--- src/hw/rtl/bfa_pkg.sv ---
// ----------------------------------------------------------------------------
// bfa_pkg: shared types and constants for the bitmap frame allocator
// Field widths, operation and status codes, and the command and status
// groups that join the controller to the datapath.
// ----------------------------------------------------------------------------
package bfa_pkg;

   // payload field widths
   localparam int OP_W     = 3;
   localparam int FRAME_W  = 10;
   localparam int COUNT_W  = 11;
   localparam int STATUS_W = 2;
   // frame arithmetic width: holds first_frame + frame_count
   localparam int POS_W    = 12;

   // frames examined per search step
   localparam int LANE_BITS = 8;

   // block_count after reset
   localparam logic [COUNT_W-1:0] BC_RESET = 11'd1024;

   // operation codes
   localparam logic [OP_W-1:0] OP_INIT        = 3'd0;
   localparam logic [OP_W-1:0] OP_ALLOC       = 3'd1;
   localparam logic [OP_W-1:0] OP_RELEASE     = 3'd2;
   localparam logic [OP_W-1:0] OP_MARK_USED   = 3'd3;
   localparam logic [OP_W-1:0] OP_MARK_UNUSED = 3'd4;

   // status codes
   localparam logic [STATUS_W-1:0] ST_OK      = 2'd0;
   localparam logic [STATUS_W-1:0] ST_NOSPACE = 2'd1;
   localparam logic [STATUS_W-1:0] ST_BAD     = 2'd2;

   // what a captured request needs from the map
   typedef enum logic [1:0] {
      PLAN_NONE,
      PLAN_FILL,
      PLAN_SEARCH,
      PLAN_RANGE
   } plan_type;

   // controller to datapath
   typedef struct packed {
      logic start;     // capture request, rewind to word 0
      logic fill;      // write all ones at current word, advance
      logic rd;        // issue map read at current word
      logic lane;      // search one lane of the read word
      logic adv;       // step search to next word
      logic to_write;  // rewind to word 0 for the write pass
      logic modify;    // write modified word, advance
      logic commit;    // update used count, load response
   } cmd_type;

   // datapath to controller
   typedef struct packed {
      plan_type plan;
      logic     word_last;
      logic     lane_hit;
      logic     lane_last;
      logic     search_done;
      logic     range_done;
   } stat_type;

endpackage

--- src/hw/rtl/bfa_req_if.sv ---
// ----------------------------------------------------------------------------
// bfa_req_if: request channel
// Valid/ready channel carrying one allocator operation.
// ----------------------------------------------------------------------------
interface bfa_req_if import bfa_pkg::*; ();
   logic               valid;
   logic               ready;
   logic [OP_W-1:0]    op;
   logic [FRAME_W-1:0] first_frame;
   logic [COUNT_W-1:0] frame_count;

   modport source (output valid, output op, output first_frame, output frame_count,
                   input ready);
   modport sink   (input valid, input op, input first_frame, input frame_count,
                   output ready);
endinterface

--- src/hw/rtl/bfa_rsp_if.sv ---
// ----------------------------------------------------------------------------
// bfa_rsp_if: response channel
// Valid/ready channel carrying the outcome of one operation.
// ----------------------------------------------------------------------------
interface bfa_rsp_if import bfa_pkg::*; ();
   logic                valid;
   logic                ready;
   logic [STATUS_W-1:0] status;
   logic [FRAME_W-1:0]  start_frame;
   logic [COUNT_W-1:0]  used_frames;
   logic [COUNT_W-1:0]  free_frames;

   modport source (output valid, output status, output start_frame, output used_frames,
                   output free_frames, input ready);
   modport sink   (input valid, input status, input start_frame, input used_frames,
                   input free_frames, output ready);
endinterface

--- src/hw/rtl/bfa_csr_if.sv ---
// ----------------------------------------------------------------------------
// bfa_csr_if: configuration write channel
// Valid/ready channel carrying a new block_count value.
// ----------------------------------------------------------------------------
interface bfa_csr_if import bfa_pkg::*; ();
   logic               valid;
   logic               ready;
   logic [COUNT_W-1:0] wdata;

   modport source (output valid, output wdata, input ready);
   modport sink   (input valid, input wdata, output ready);
endinterface

--- src/hw/rtl/bfa_ram.sv ---
// ----------------------------------------------------------------------------
// bfa_ram: generic single-write, single-read RAM
// One write port and one read port with a registered read that holds its
// data until the next read.
// ----------------------------------------------------------------------------
module bfa_ram #(
   parameter int WIDTH = 32,
   parameter int DEPTH = 32,
   localparam int AW = (DEPTH > 1) ? $clog2(DEPTH) : 1
) (
   input  logic             clock,
   input  logic             we,
   input  logic [AW-1:0]    waddr,
   input  logic [WIDTH-1:0] wdata,
   input  logic             re,
   input  logic [AW-1:0]    raddr,
   output logic [WIDTH-1:0] rdata
);

   logic [WIDTH-1:0] mem_ff [DEPTH];
   logic [WIDTH-1:0] rdata_ff;

   // write and registered read
   always_ff @(posedge clock) begin
      if (we) begin
         mem_ff[waddr] <= wdata;
      end
      if (re) begin
         rdata_ff <= mem_ff[raddr];
      end
   end

   assign rdata = rdata_ff;

endmodule

--- src/hw/rtl/bfa_ctrl.sv ---
// ----------------------------------------------------------------------------
// bfa_ctrl: allocator sequencer
// Steps the datapath through the reset sweep, the init fill, the first-fit
// search, the read-modify-write pass and the response hand-off.
// ----------------------------------------------------------------------------
module bfa_ctrl import bfa_pkg::*; (
   input  logic     clock,
   input  logic     reset,
   input  logic     req_valid,
   output logic     req_ready,
   output logic     rsp_valid,
   input  logic     rsp_ready,
   input  stat_type stat,
   output cmd_type  cmd
);

   typedef enum logic [3:0] {
      S_CLEAR,
      S_IDLE,
      S_PLAN,
      S_FILL,
      S_SRD,
      S_SLANE,
      S_WRD,
      S_WMOD,
      S_FIN
   } state_type;

   state_type state_ff, state_in;
   logic      rsp_valid_ff, rsp_valid_in;

   // next state and commands
   always_comb begin
      cmd          = '0;
      state_in     = state_ff;
      rsp_valid_in = rsp_valid_ff && !rsp_ready;
      unique case (state_ff)
         S_CLEAR: begin
            cmd.fill = 1'b1;
            if (stat.word_last) state_in = S_IDLE;
         end
         S_IDLE: begin
            if (req_valid) begin
               cmd.start = 1'b1;
               state_in  = S_PLAN;
            end
         end
         S_PLAN: begin
            unique case (stat.plan)
               PLAN_FILL:   state_in = S_FILL;
               PLAN_SEARCH: state_in = S_SRD;
               PLAN_RANGE:  state_in = S_WRD;
               default:     state_in = S_FIN;
            endcase
         end
         S_FILL: begin
            cmd.fill = 1'b1;
            if (stat.word_last) state_in = S_FIN;
         end
         S_SRD: begin
            cmd.rd   = 1'b1;
            state_in = S_SLANE;
         end
         S_SLANE: begin
            cmd.lane = 1'b1;
            if (stat.lane_hit) begin
               cmd.to_write = 1'b1;
               state_in     = S_WRD;
            end else if (stat.lane_last) begin
               if (stat.search_done) begin
                  state_in = S_FIN;
               end else begin
                  cmd.adv  = 1'b1;
                  state_in = S_SRD;
               end
            end
         end
         S_WRD: begin
            cmd.rd   = 1'b1;
            state_in = S_WMOD;
         end
         S_WMOD: begin
            cmd.modify = 1'b1;
            state_in   = stat.range_done ? S_FIN : S_WRD;
         end
         S_FIN: begin
            if (!rsp_valid_ff || rsp_ready) begin
               cmd.commit   = 1'b1;
               rsp_valid_in = 1'b1;
               state_in     = S_IDLE;
            end
         end
         default: state_in = S_IDLE;
      endcase
   end

   // hold state and response valid
   always_ff @(posedge clock) begin
      if (reset) begin
         state_ff     <= S_CLEAR;
         rsp_valid_ff <= 1'b0;
      end else begin
         state_ff     <= state_in;
         rsp_valid_ff <= rsp_valid_in;
      end
   end

   assign req_ready = (state_ff == S_IDLE);
   assign rsp_valid = rsp_valid_ff;

endmodule

--- src/hw/rtl/bfa_dpath.sv ---
// ----------------------------------------------------------------------------
// bfa_dpath: allocator datapath
// Frame map RAM, request and configuration registers, the lane-wise run
// search, the range mask writer and the used-frame counter.
// ----------------------------------------------------------------------------
module bfa_dpath import bfa_pkg::*; #(
   parameter int MAX_FRAMES    = 1024,
   parameter int MAP_WORD_BITS = 32
) (
   input  logic                clock,
   input  logic                reset,
   input  logic [OP_W-1:0]     req_op,
   input  logic [FRAME_W-1:0]  req_first,
   input  logic [COUNT_W-1:0]  req_count,
   input  logic                cfg_we,
   input  logic [COUNT_W-1:0]  cfg_data,
   input  cmd_type             cmd,
   output stat_type            stat,
   output logic [STATUS_W-1:0] rsp_status,
   output logic [FRAME_W-1:0]  rsp_start,
   output logic [COUNT_W-1:0]  rsp_used,
   output logic [COUNT_W-1:0]  rsp_free
);

   localparam int MAP_WORDS = (MAX_FRAMES + MAP_WORD_BITS - 1) / MAP_WORD_BITS;
   localparam int AW        = (MAP_WORDS > 1) ? $clog2(MAP_WORDS) : 1;
   localparam int LANES     = (MAP_WORD_BITS + LANE_BITS - 1) / LANE_BITS;
   localparam int LW        = (LANES > 1) ? $clog2(LANES) : 1;
   localparam int EW        = LANES * LANE_BITS;
   localparam int OW        = $clog2(EW + 1);
   localparam int CNT_MAX   = (1 << COUNT_W) - 1;
   localparam int MAX_EFF   = (MAX_FRAMES > CNT_MAX) ? CNT_MAX : MAX_FRAMES;
   localparam int USED_RST  = (MAX_FRAMES < int'(BC_RESET)) ? MAX_FRAMES : int'(BC_RESET);

   localparam logic [AW-1:0]      LAST_ADDR = AW'(MAP_WORDS - 1);
   localparam logic [LW-1:0]      LAST_LANE = LW'(LANES - 1);
   localparam logic [POS_W-1:0]   WORD_STEP = POS_W'(MAP_WORD_BITS);
   localparam logic [COUNT_W-1:0] EFF_CAP   = COUNT_W'(MAX_EFF);
   localparam logic [OW-1:0]      WORD_LEN  = OW'(MAP_WORD_BITS);

   // control registers
   logic [COUNT_W-1:0] bc_cfg_ff;
   logic [COUNT_W-1:0] used_ff;
   logic [AW-1:0]      addr_ff;
   // request and scan registers
   logic [OP_W-1:0]    op_ff;
   logic [FRAME_W-1:0] first_ff;
   logic [COUNT_W-1:0] cnt_ff;
   logic [COUNT_W-1:0] bc_ff;
   logic [POS_W-1:0]   base_ff;
   logic [LW-1:0]      lane_ff;
   logic [COUNT_W-1:0] run_ff;
   logic               hit_ff;
   logic [POS_W-1:0]   pos_ff;
   // response registers
   logic [STATUS_W-1:0] status_ff;
   logic [FRAME_W-1:0]  start_ff;
   logic [COUNT_W-1:0]  rused_ff;
   logic [COUNT_W-1:0]  rfree_ff;

   logic [MAP_WORD_BITS-1:0] ram_rdata, ram_wdata, mod_word, mask;
   logic                     ram_we;

   logic [COUNT_W-1:0]  bc_eff, freec, used_next, free_next, add_v, sub_v;
   logic [POS_W-1:0]    sum_v, lim_lo, lim_hi;
   logic                is_alloc, is_set, is_range_op, force0, range_bad;
   logic [STATUS_W-1:0] pre_status, status_next;
   plan_type            plan;
   logic                word_last;

   logic [EW-1:0]       lane_word;
   logic [OW-1:0]       lane_off;
   logic [COUNT_W-1:0]  run_v;
   logic                hit_v;
   logic [POS_W-1:0]    pos_v;

   // frame map
   bfa_ram #(
      .WIDTH (MAP_WORD_BITS),
      .DEPTH (MAP_WORDS)
   ) u_map (
      .clock (clock),
      .we    (ram_we),
      .waddr (addr_ff),
      .wdata (ram_wdata),
      .re    (cmd.rd),
      .raddr (addr_ff),
      .rdata (ram_rdata)
   );

   assign ram_we    = cmd.fill | cmd.modify;
   assign ram_wdata = cmd.fill ? '1 : mod_word;

   // limit block_count to the map size
   assign bc_eff = (bc_cfg_ff > EFF_CAP) ? EFF_CAP : bc_cfg_ff;

   // decode captured request
   always_comb begin
      is_alloc    = (op_ff == OP_ALLOC);
      is_set      = (op_ff == OP_ALLOC) || (op_ff == OP_MARK_USED);
      is_range_op = (op_ff == OP_RELEASE) || (op_ff == OP_MARK_USED) ||
                    (op_ff == OP_MARK_UNUSED);
      force0      = (op_ff == OP_MARK_UNUSED);
      freec       = (used_ff >= bc_ff) ? '0 : bc_ff - used_ff;
      range_bad   = (cnt_ff == '0) ||
                    ((POS_W'(first_ff) + POS_W'(cnt_ff)) > POS_W'(bc_ff));
      case (op_ff) inside
         OP_ALLOC: begin
            if ((cnt_ff == '0) || (cnt_ff > bc_ff)) pre_status = ST_BAD;
            else if (freec < cnt_ff)                pre_status = ST_NOSPACE;
            else                                    pre_status = ST_OK;
         end
         OP_RELEASE, OP_MARK_USED, OP_MARK_UNUSED: begin
            pre_status = range_bad ? ST_BAD : ST_OK;
         end
         default: pre_status = ST_OK;
      endcase
      if (op_ff == OP_INIT)                          plan = PLAN_FILL;
      else if (is_alloc && (pre_status == ST_OK))    plan = PLAN_SEARCH;
      else if (is_range_op && (pre_status == ST_OK)) plan = PLAN_RANGE;
      else                                           plan = PLAN_NONE;
      status_next = ((plan == PLAN_SEARCH) && !hit_ff) ? ST_NOSPACE : pre_status;
      lim_lo      = is_alloc ? pos_ff : POS_W'(first_ff);
      lim_hi      = lim_lo + POS_W'(cnt_ff);
   end

   // search one lane of the read word for a run of free frames
   always_comb begin
      logic [OW-1:0]    j;
      logic [POS_W-1:0] f;
      lane_off  = OW'(lane_ff) * OW'(LANE_BITS);
      lane_word = EW'(ram_rdata) >> lane_off;
      run_v     = run_ff;
      hit_v     = 1'b0;
      pos_v     = pos_ff;
      for (int k = 0; k < LANE_BITS; k++) begin
         j = lane_off + OW'(k);
         f = base_ff + POS_W'(lane_off) + POS_W'(k);
         if (!hit_v && (j < WORD_LEN) && (f < POS_W'(bc_ff))) begin
            if (lane_word[k]) begin
               run_v = '0;
            end else begin
               run_v = run_v + 1'b1;
               if (run_v == cnt_ff) begin
                  hit_v = 1'b1;
                  pos_v = f + 1'b1 - POS_W'(cnt_ff);
               end
            end
         end
      end
   end

   // build the written word: set or clear frames in range
   always_comb begin
      logic [POS_W-1:0] f;
      for (int j = 0; j < MAP_WORD_BITS; j++) begin
         f       = base_ff + POS_W'(j);
         mask[j] = (f >= lim_lo) && (f < lim_hi);
      end
      mod_word = is_set ? (ram_rdata | mask) : (ram_rdata & ~mask);
      if (force0 && (base_ff == '0)) mod_word[0] = 1'b1;
   end

   // saturating used count
   always_comb begin
      sum_v = POS_W'(used_ff) + POS_W'(cnt_ff);
      add_v = (sum_v > POS_W'(bc_ff)) ? bc_ff : COUNT_W'(sum_v);
      sub_v = (cnt_ff > used_ff) ? '0 : used_ff - cnt_ff;
      case (plan)
         PLAN_FILL:   used_next = bc_ff;
         PLAN_SEARCH: used_next = hit_ff ? add_v : used_ff;
         PLAN_RANGE:  used_next = is_set ? add_v : sub_v;
         default:     used_next = used_ff;
      endcase
      free_next = (used_next >= bc_ff) ? '0 : bc_ff - used_next;
   end

   assign word_last = (addr_ff == LAST_ADDR);

   always_comb begin
      stat.plan        = plan;
      stat.word_last   = word_last;
      stat.lane_hit    = hit_v;
      stat.lane_last   = (lane_ff == LAST_LANE);
      stat.search_done = word_last || ((base_ff + WORD_STEP) >= POS_W'(bc_ff));
      stat.range_done  = word_last || ((base_ff + WORD_STEP) >= lim_hi);
   end

   // configuration, used count and word address
   always_ff @(posedge clock) begin
      if (reset) begin
         bc_cfg_ff <= BC_RESET;
         used_ff   <= COUNT_W'(USED_RST);
         addr_ff   <= '0;
      end else begin
         if (cfg_we) bc_cfg_ff <= cfg_data;
         if (cmd.commit) used_ff <= used_next;
         if (cmd.start || cmd.to_write) begin
            addr_ff <= '0;
         end else if (cmd.fill || cmd.adv || cmd.modify) begin
            addr_ff <= addr_ff + 1'b1;
         end
      end
   end

   // request capture, scan position and response payload
   always_ff @(posedge clock) begin
      if (cmd.start) begin
         op_ff    <= req_op;
         first_ff <= req_first;
         cnt_ff   <= req_count;
         bc_ff    <= bc_eff;
         run_ff   <= '0;
         hit_ff   <= 1'b0;
      end
      if (cmd.start || cmd.to_write) begin
         base_ff <= '0;
      end else if (cmd.adv || cmd.modify) begin
         base_ff <= base_ff + WORD_STEP;
      end
      if (cmd.start || cmd.adv) begin
         lane_ff <= '0;
      end else if (cmd.lane) begin
         lane_ff <= (lane_ff == LAST_LANE) ? '0 : lane_ff + 1'b1;
      end
      if (cmd.lane) begin
         run_ff <= run_v;
         hit_ff <= hit_v;
         pos_ff <= pos_v;
      end
      if (cmd.commit) begin
         status_ff <= status_next;
         start_ff  <= ((plan == PLAN_SEARCH) && hit_ff) ? FRAME_W'(pos_ff) : first_ff;
         rused_ff  <= used_next;
         rfree_ff  <= free_next;
      end
   end

   assign rsp_status = status_ff;
   assign rsp_start  = start_ff;
   assign rsp_used   = rused_ff;
   assign rsp_free   = rfree_ff;

endmodule

--- src/hw/rtl/bitmap_frame_allocator_top.sv ---
// ----------------------------------------------------------------------------
// bitmap_frame_allocator_top: first-fit bitmap allocator of physical frames
// Keeps a used/free bit per frame in a word-wide RAM and a used-frame count;
// runs init, alloc, release, mark used and mark unused requests.
// ----------------------------------------------------------------------------
// One request is worked at a time; the response sits in an output register,
// so the next request is taken while it waits. Init sweeps the whole map,
// writing one map word per cycle. Release and the marks walk the map words
// from word 0 through the word holding the last frame of the range, each
// word one RAM read followed by one write. Alloc scans the map from frame
// 0, each word one read and then its lanes of eight frames (eight frames
// per cycle), up to the word where the run completes or block_count ends,
// then runs the same read-then-write pass; a refused or malformed request
// goes straight to its response. After reset the block sweeps every map
// word to ones before it takes its first request; configuration writes are
// accepted at any time.
module bitmap_frame_allocator_top import bfa_pkg::*; #(
   parameter int MAX_FRAMES    = 1024,
   parameter int MAP_WORD_BITS = 32
) (
   input  logic       clock,
   input  logic       reset,
   bfa_req_if.sink    req_bus,
   bfa_rsp_if.source  rsp_bus,
   bfa_csr_if.sink    csr_bus
);

   cmd_type  dp_cmd;
   stat_type dp_stat;
   logic     req_fire;

   assign csr_bus.ready = 1'b1;
   assign req_fire      = req_bus.valid && req_bus.ready;

   // sequencer
   bfa_ctrl u_ctrl (
      .clock     (clock),
      .reset     (reset),
      .req_valid (req_bus.valid),
      .req_ready (req_bus.ready),
      .rsp_valid (rsp_bus.valid),
      .rsp_ready (rsp_bus.ready),
      .stat      (dp_stat),
      .cmd       (dp_cmd)
   );

   // map, counters and search
   bfa_dpath #(
      .MAX_FRAMES    (MAX_FRAMES),
      .MAP_WORD_BITS (MAP_WORD_BITS)
   ) u_dpath (
      .clock      (clock),
      .reset      (reset),
      .req_op     (req_bus.op),
      .req_first  (req_bus.first_frame),
      .req_count  (req_bus.frame_count),
      .cfg_we     (csr_bus.valid),
      .cfg_data   (csr_bus.wdata),
      .cmd        (dp_cmd),
      .stat       (dp_stat),
      .rsp_status (rsp_bus.status),
      .rsp_start  (rsp_bus.start_frame),
      .rsp_used   (rsp_bus.used_frames),
      .rsp_free   (rsp_bus.free_frames)
   );

   // at most one map access per cycle
   a_one_access: assert property (@(posedge clock) disable iff (reset)
      $onehot0({dp_cmd.fill, dp_cmd.rd, dp_cmd.modify}))
      else $error("more than one map access in a cycle");

   // no request taken while the map sweep runs
   a_fill_blocks: assert property (@(posedge clock) disable iff (reset)
      dp_cmd.fill |-> !req_bus.ready)
      else $error("request taken during map sweep");

   // a pending response is never overwritten
   a_no_overwrite: assert property (@(posedge clock) disable iff (reset)
      dp_cmd.commit |-> (!rsp_bus.valid || rsp_bus.ready))
      else $error("response overwritten before it was taken");

   // one request in work at a time
   a_one_request: assert property (@(posedge clock) disable iff (reset)
      req_fire |=> !req_bus.ready)
      else $error("second request taken while one is in work");

endmodule

--- src/flat_wrapper.sv ---
// flat-port wrapper written by rule: the top's interface ports become plain ports
module bitmap_frame_allocator_top_flat import bfa_pkg::*;
#(
   parameter int MAX_FRAMES    = 1024,
   parameter int MAP_WORD_BITS = 32
)
  (clock, reset, req_bus_valid, req_bus_op, req_bus_first_frame, req_bus_frame_count, req_bus_ready, rsp_bus_valid, rsp_bus_status, rsp_bus_start_frame, rsp_bus_used_frames, rsp_bus_free_frames, rsp_bus_ready, csr_bus_valid, csr_bus_wdata, csr_bus_ready);
  bfa_req_if req_bus_i ();
  bfa_rsp_if rsp_bus_i ();
  bfa_csr_if csr_bus_i ();
  input  logic clock;
  input  logic reset;
  input wire logic [$bits(req_bus_i.valid)-1:0] req_bus_valid;
  input wire logic [$bits(req_bus_i.op)-1:0] req_bus_op;
  input wire logic [$bits(req_bus_i.first_frame)-1:0] req_bus_first_frame;
  input wire logic [$bits(req_bus_i.frame_count)-1:0] req_bus_frame_count;
  output wire logic [$bits(req_bus_i.ready)-1:0] req_bus_ready;
  output wire logic [$bits(rsp_bus_i.valid)-1:0] rsp_bus_valid;
  output wire logic [$bits(rsp_bus_i.status)-1:0] rsp_bus_status;
  output wire logic [$bits(rsp_bus_i.start_frame)-1:0] rsp_bus_start_frame;
  output wire logic [$bits(rsp_bus_i.used_frames)-1:0] rsp_bus_used_frames;
  output wire logic [$bits(rsp_bus_i.free_frames)-1:0] rsp_bus_free_frames;
  input wire logic [$bits(rsp_bus_i.ready)-1:0] rsp_bus_ready;
  input wire logic [$bits(csr_bus_i.valid)-1:0] csr_bus_valid;
  input wire logic [$bits(csr_bus_i.wdata)-1:0] csr_bus_wdata;
  output wire logic [$bits(csr_bus_i.ready)-1:0] csr_bus_ready;
  assign req_bus_i.valid = req_bus_valid;
  assign req_bus_i.op = req_bus_op;
  assign req_bus_i.first_frame = req_bus_first_frame;
  assign req_bus_i.frame_count = req_bus_frame_count;
  assign req_bus_ready = req_bus_i.ready;
  assign rsp_bus_valid = rsp_bus_i.valid;
  assign rsp_bus_status = rsp_bus_i.status;
  assign rsp_bus_start_frame = rsp_bus_i.start_frame;
  assign rsp_bus_used_frames = rsp_bus_i.used_frames;
  assign rsp_bus_free_frames = rsp_bus_i.free_frames;
  assign rsp_bus_i.ready = rsp_bus_ready;
  assign csr_bus_i.valid = csr_bus_valid;
  assign csr_bus_i.wdata = csr_bus_wdata;
  assign csr_bus_ready = csr_bus_i.ready;
  bitmap_frame_allocator_top #(.MAX_FRAMES(MAX_FRAMES), .MAP_WORD_BITS(MAP_WORD_BITS)) u_core (.clock(clock), .reset(reset), .req_bus(req_bus_i), .rsp_bus(rsp_bus_i), .csr_bus(csr_bus_i));
endmodule
--- config.mk ---
export PLATFORM = sky130hd
export DESIGN_NAME = bitmap_frame_allocator_top_flat
export DESIGN_NICKNAME = d
export VERILOG_FILES = /design/src/hw/rtl/bfa_pkg.sv /design/src/hw/rtl/bfa_req_if.sv /design/src/hw/rtl/bfa_rsp_if.sv /design/src/hw/rtl/bfa_csr_if.sv /design/src/hw/rtl/bfa_ram.sv /design/src/hw/rtl/bfa_ctrl.sv /design/src/hw/rtl/bfa_dpath.sv /design/src/hw/rtl/bitmap_frame_allocator_top.sv /design/src/flat_wrapper.sv
export SDC_FILE = /design/constraint.sdc
export NUM_CORES = 2
export LEC_CHECK = 0
export BUFFER_PORTS_ARGS = -buffer_cell sky130_fd_sc_hd__clkbuf_2
export CAP_MARGIN = 10
export CORE_MARGIN = 2
export CORE_UTILIZATION = 30
export DETAILED_ROUTE_END_ITERATION = 7
export GPL_TIMING_DRIVEN = 0
export PLACE_DENSITY_LB_ADDON = 0.08
export SKIP_LAST_GASP = 1
export SYNTH_ARGS = -nofsm -noshare
export SYNTH_HDL_FRONTEND = slang
export SYNTH_HIERARCHICAL = 1
export SYNTH_SLANG_ARGS = --single-unit
--- constraint.sdc ---
create_clock -name clock -period 38.4 [get_ports clock]
set_input_delay 7.68 -clock clock [delete_from_list [all_inputs] [get_ports clock]]
set_output_delay 7.68 -clock clock [all_outputs]
set_load 0.01 [all_outputs]
* Word level (Yosys, flattened, before mapping)
Memories as Yosys holds them, arrays and structs flattened. A register that Yosys moved wholly into a read port is not among the register bits. Cells that the tools add are included.
Word-level totals: memories 1, register bits 139, memory bits (writable) 1024, logic and storage cells 423
Memory list:
- u_core.u_dpath.u_map.mem_ff | words 32, bits a word 32, rd ports 1, clocked after memory_dff 1, write ports 1, RTL line bfa_ram.sv:20 | logic [WIDTH-1:0] mem_ff [DEPTH];
Cells by class: equal/unequal tests 30, multiplexer cells 114, shift-type cells 1, reductions and logical operators 87, order comparisons 90, bitwise operators 4, $add $sub $neg 78
Operator list (number):
- greater-or-equal comparator 12 bit | 33
- less-than comparator 12 bit | 32
- 2-to-1 mux 12 bit | 25
- 2-to-1 mux 11 bit | 23
- adder 12 x 5 -> 12 bit (second input constant) | 16
- adder 12 x 1 -> 12 bit (second input constant) | 9
- adder 12 x 3 -> 12 bit (second input constant) | 8
- adder 12 x 4 -> 12 bit (second input constant) | 8
- less-than comparator 12 x 11 -> 1 bit | 8
- subtractor 12 x 11 -> 12 bit | 8
- adder 11 x 1 -> 11 bit (second input constant) | 8
- equality test 11 bit | 8
- 2-to-1 mux 32 bit | 2
- logical AND 1 bit | 53
- adder 12 x 2 -> 12 bit (second input constant) | 4
- 2-to-1 mux 1 bit | 43
- less-than comparator 6 bit (second input constant) | 7
- one-hot mux 4 bit (9 select lines) | 1
- one-hot mux 11 bit (3 select lines) | 1
- subtractor 11 bit | 3
- AND 32 bit | 1
- 2-to-1 mux 4 bit | 8
- inverter 32 bit | 1
- bitwise OR 32 bit | 1
- 46 further kinds | 93

* Logic depth before layout (Yosys ltp)
word-level depth 40, mapped depth 63, gate-level depth less buffers 58

* By module
Netlist, hierarchy kept.
Modules (own cells, without submodules):
- bfa_ram | sequential area each 31710.4 um2, times used 1, area an instance 40810.4 um2, cells each 2260
- bfa_dpath | sequential area each 3513.4 um2, times used 1, area an instance 21355.5 um2, cells each 2809
- bfa_ctrl | sequential area each 100.1 um2, times used 1, area an instance 451.7 um2, cells each 59
- bitmap_frame_allocator_top | sequential area each 0.0 um2, times used 1, area an instance 11.3 um2, cells each 2

* Worst setup path before layout
OpenSTA, ideal clock, no wires.
path type flip-flop to flip-flop, start register u_core.u_dpath.bc_ff[10], end register u_core.u_dpath.base_ff[11], setup time 0.122 ns, stages on the path, launching flop included 60, buffers on the path 7, arrival 12.647 ns, required time 38.278 ns, setup slack 25.631 ns, period minus slack after synthesis 12.769 ns, cell sequence edfxtp_1 -> inv_1 -> ha_1 -> nand4b_1 -> o21ai_1 -> nor4_4 -> mux2_2 -> ha_1 -> clkbuf_1 -> o21ai_0 -> o21ai_0 -> a22oi_1 -> o211ai_1 -> o31ai_1 -> o211ai_1 -> nor4b_2 -> and4_1 -> buf_4 -> [24 not listed] -> a21boi_0 -> or2_2 -> ha_1 -> inv_1 -> a31oi_1 -> nand2_1 -> nor4_1 -> a211oi_2 -> nand4_2 -> nand2_1 -> inv_1 -> nand2_1 -> buf_4 -> nor4b_1 -> o21ai_0 -> or3_1 -> xor2_1 -> nor2_1
RTL lines:
- start: declaration | RTL line bfa_dpath.sv:49 | logic [COUNT_W-1:0] bc_ff;
- start signal: assignment | RTL line bfa_dpath.sv:212 | bc_ff <= bc_eff;
- end signal: assignment | RTL line bfa_dpath.sv:219 | base_ff <= base_ff + WORD_STEP;
- end: declaration | RTL line bfa_dpath.sv:50 | logic [POS_W-1:0] base_ff;

==> out/qor.txt <==
CP top delay family - simple AND/OR/NAND/NOR gates
Post-CTS resize count - 0
DRC Markers - 0
Largest family of logic cells by synthesized area - compound AO/OA/AOI/OAI gates
Cts hold-fix bufs - 0
Synth Cell Area - 62,630 um2
CP Class - register to register
FMAX - 52.57 MHz
Synth Area in Compound Gates - 0.1348
GRT Total Usage - 0.2162
Largest stage delay on the critical path - 1.11 ns
Routed WL per cell - 27.98 um
Clock transition at path regs - 0.06 ns
Final worst slack - 19.38 ns
Crit share post-route - 0.4954
I/O pin cnt - 77
Final setup viols - 0
Peak VDD IR - 0.04584 mV
Synth warn - 6
Final wirelength - 234,000 um
Pin count of the biggest net entering global routing - 33
Number of synthesized register bits - 1,190
Yosys cell types - 128
Met3 wire len - 10,760 um
Post-synthesis cell count - 5,130
Post-route ant nets - 0
Final TNS setup - 0 ns
Post-synthesis mux area share - 0.09837
Layout cells sized above 1 - 0.1200
Initial antenna violation count - 8
Met2 wire length - 110,300 um
Worst clock skew - 0.06456 ns
CTS HTree Levels - 4
Fin nets - 5,703
DR vias/cell - 5.375
Slew @ Worst Pin - 1.340 ns
Core Footprint - 207,300 um2
Crit Path Max Fanout - 10
Syn-to-layout area delta - 16.15%
Global-route wire length before repair - 329,900 um
Max Slew Vio Count - 0
Non-filler cells, final - 8,362
Cell count after placement - 8,101
Wl on met1 - 107,800 um
Drt pass-1 iters - 5
# Post-CTS Setup Buffers - 0
CP endpoint kind - register
Post-DP HPWL - 172,700 um
Run status - finished clean
TritonCTS clock tree - yes
Full die area - 212,400 um2
Hold Vio Cnt, Final - 0
Min Tclk post-route - 19.02 ns
Clock sinks - 1,190
Vias in the first global route - 43,820
Initial Util - 0.3021
Placer Congestion - 0.9291
Slew HR - 0.1067
Worst Path Buf+Inv - 9
Pleak - 23.96 nW
Post-synthesis sequential area ratio - 0.5640
Top sig layer - met5
Clock Tree Buf Depth - 3
Clk root buf - clkbuf_16
Most common cell after layout, fill and taps aside - edfxtp_1
Post-Syn Area per Cell - 12.21 um2
DIE WIDTH - 460.9 um
RSZ-0062 raised after global routing - no
Die height - 460.9 um
CTS Buf Count - 141
Post-synthesis simple-gate area fraction - 0.1022
Total grt overflow - 0
Ys async rst share - 0
Max reg flops - 1,024
Finished Core Util - 0.3509
Worst Hold Class - register to register
CP Launch Type - register
Top reg by flops - u_core/u_dpath/u_map/mem_ff
Post-Synth XOR/XNOR Area - 0.02791
PwrDens - 49.26 nW/um2
Initial DRC count - 3,854
Net Count, Synth - 5,369
EDFF count, synth - 1,149
DR vias - 44,950
Worst EP required - 39.02 ns
Post-synth top flop - edfxtp_1
Pre-CTS WS - 19.11 ns
Most frequent cells in the layout - edfxtp_1, mux2i_1, nand2_1
CP arrival - 19.65 ns
Synth Area in Adders - 0.04143
Max_cap viols - 0
Rows - 167
Slowest CP cell - o31ai_1
Insertion delay of the later-clocked pin in the worst-skew pair - 0.81 ns
Port Buffers - 75
[report_power, final]
part | total, mW | switching (mW) | internal [mW]
registers | 1.43 | 0.0144 | 1.41
clock network | 1.27 | 0.561 | 0.712
logic | 0.882 | 0.592 | 0.290
[cell families after synthesis]
kind of cell | count (synthesis)
mux | 607
flops | 1190
simple gates | 1289
fa+ha+maj | 199
compound gates | 1231
other cells | 1
xor+xnor | 198
buf+inv | 415
[worst paths after layout]
kind                                             from                                  endpoint  slack, ns  cells after the start
max            u_core/u_dpath/base_ff[5]$_SDFFE_PP0P_   u_core/u_dpath/base_ff[10]$_SDFFE_PP0P_      19.38                     60
min          u_core/u_dpath/bc_cfg_ff[4]$_SDFFE_PP0P_  u_core/u_dpath/bc_cfg_ff[4]$_SDFFE_PP0P_       0.49                      2
max reg2reg    u_core/u_dpath/base_ff[5]$_SDFFE_PP0P_   u_core/u_dpath/base_ff[10]$_SDFFE_PP0P_      19.38                     60
min reg2reg  u_core/u_dpath/bc_cfg_ff[4]$_SDFFE_PP0P_  u_core/u_dpath/bc_cfg_ff[4]$_SDFFE_PP0P_       0.49                      2
[worst reg2reg max path: cells and delay by family, from the launching register on]
family	cells	cell delay, ns
adders and majority gates	5	1.83
muxes	1	0.47
AOI/OAI and AO/OA	17	5.88
xor gates and xnor gates	2	0.34
and+or+nand+nor	26	7.43
DFF	1	0.62
buffers and inverters	9	2.37
[cell type report]
type	count	area [um2]
Buffer	276	1436
Clock buffer	182	3682
Sequential cell	1190	35320
Fill cell	20460	134500
Multi-Input combinational cell	3525	25680
Antenna cell	1	2.502
Inverter	139	521.8
Tap cell	2788	3488
Timing Repair Buffer	191	1929
Clock inverter	70	680.7
[per-stage QoR]
stage	instance area [um2]	hold slack, ns	power, mW
2_1_floorplan	62630	0.4520	2.045
5_1_grt	72740	0.5190	3.739
3_5_place_dp	68220	0.4783	2.323
4_1_cts	72580	0.4928	3.607
3_3_place_gp	66490	0.4788	2.317
6_report	72740	0.4880	3.584
[cell usage after synthesis, types with 16 or more instances]
cell / count / area (um2)
nor4_1: 35 / 219.0
nor3_1: 127 / 635.6
nor2b_1: 50 / 312.8
inv_1: 133 / 499.2
dfxtp_1: 41 / 820.8
o22ai_1: 27 / 168.9
ha_1: 185 / 2315
a21o_1: 60 / 450.4
or2_2: 16 / 100.1
o21ai_1: 19 / 95.09
a22oi_1: 114 / 855.8
clkbuf_1: 131 / 491.7
buf_6: 20 / 225.2
mux2i_1: 575 / 5756
and3_1: 18 / 112.6
a22o_1: 70 / 613.1
nand2_1: 314 / 1179
o21ai_0: 185 / 925.9
and2_1: 30 / 187.7
nor2_1: 320 / 1201
o21a_1: 36 / 270.3
buf_1: 19 / 71.32
o211ai_1: 43 / 322.8
edfxtp_1: 1149 / 34500
nand3_1: 175 / 875.8
a211oi_1: 40 / 300.3
or3_1: 24 / 150.1
a31oi_1: 57 / 356.6
buf_4: 44 / 330.3
a21oi_1: 313 / 1567
xor2_1: 46 / 402.9
xnor2_1: 151 / 1323
o21bai_1: 29 / 217.7
nand2b_1: 37 / 231.5
mux2_2: 27 / 304.0
buf_2: 60 / 300.3
nand4_1: 50 / 312.8
[routing by layer]
layer	track usage	up-vias
li1	-	20510
met1	0.3008	22850
met2	0.3572	1311
met3	0.02725	268
met4	0.04968	4
met5	0	-
No activity file was read; power rests on OpenSTA's default activity.
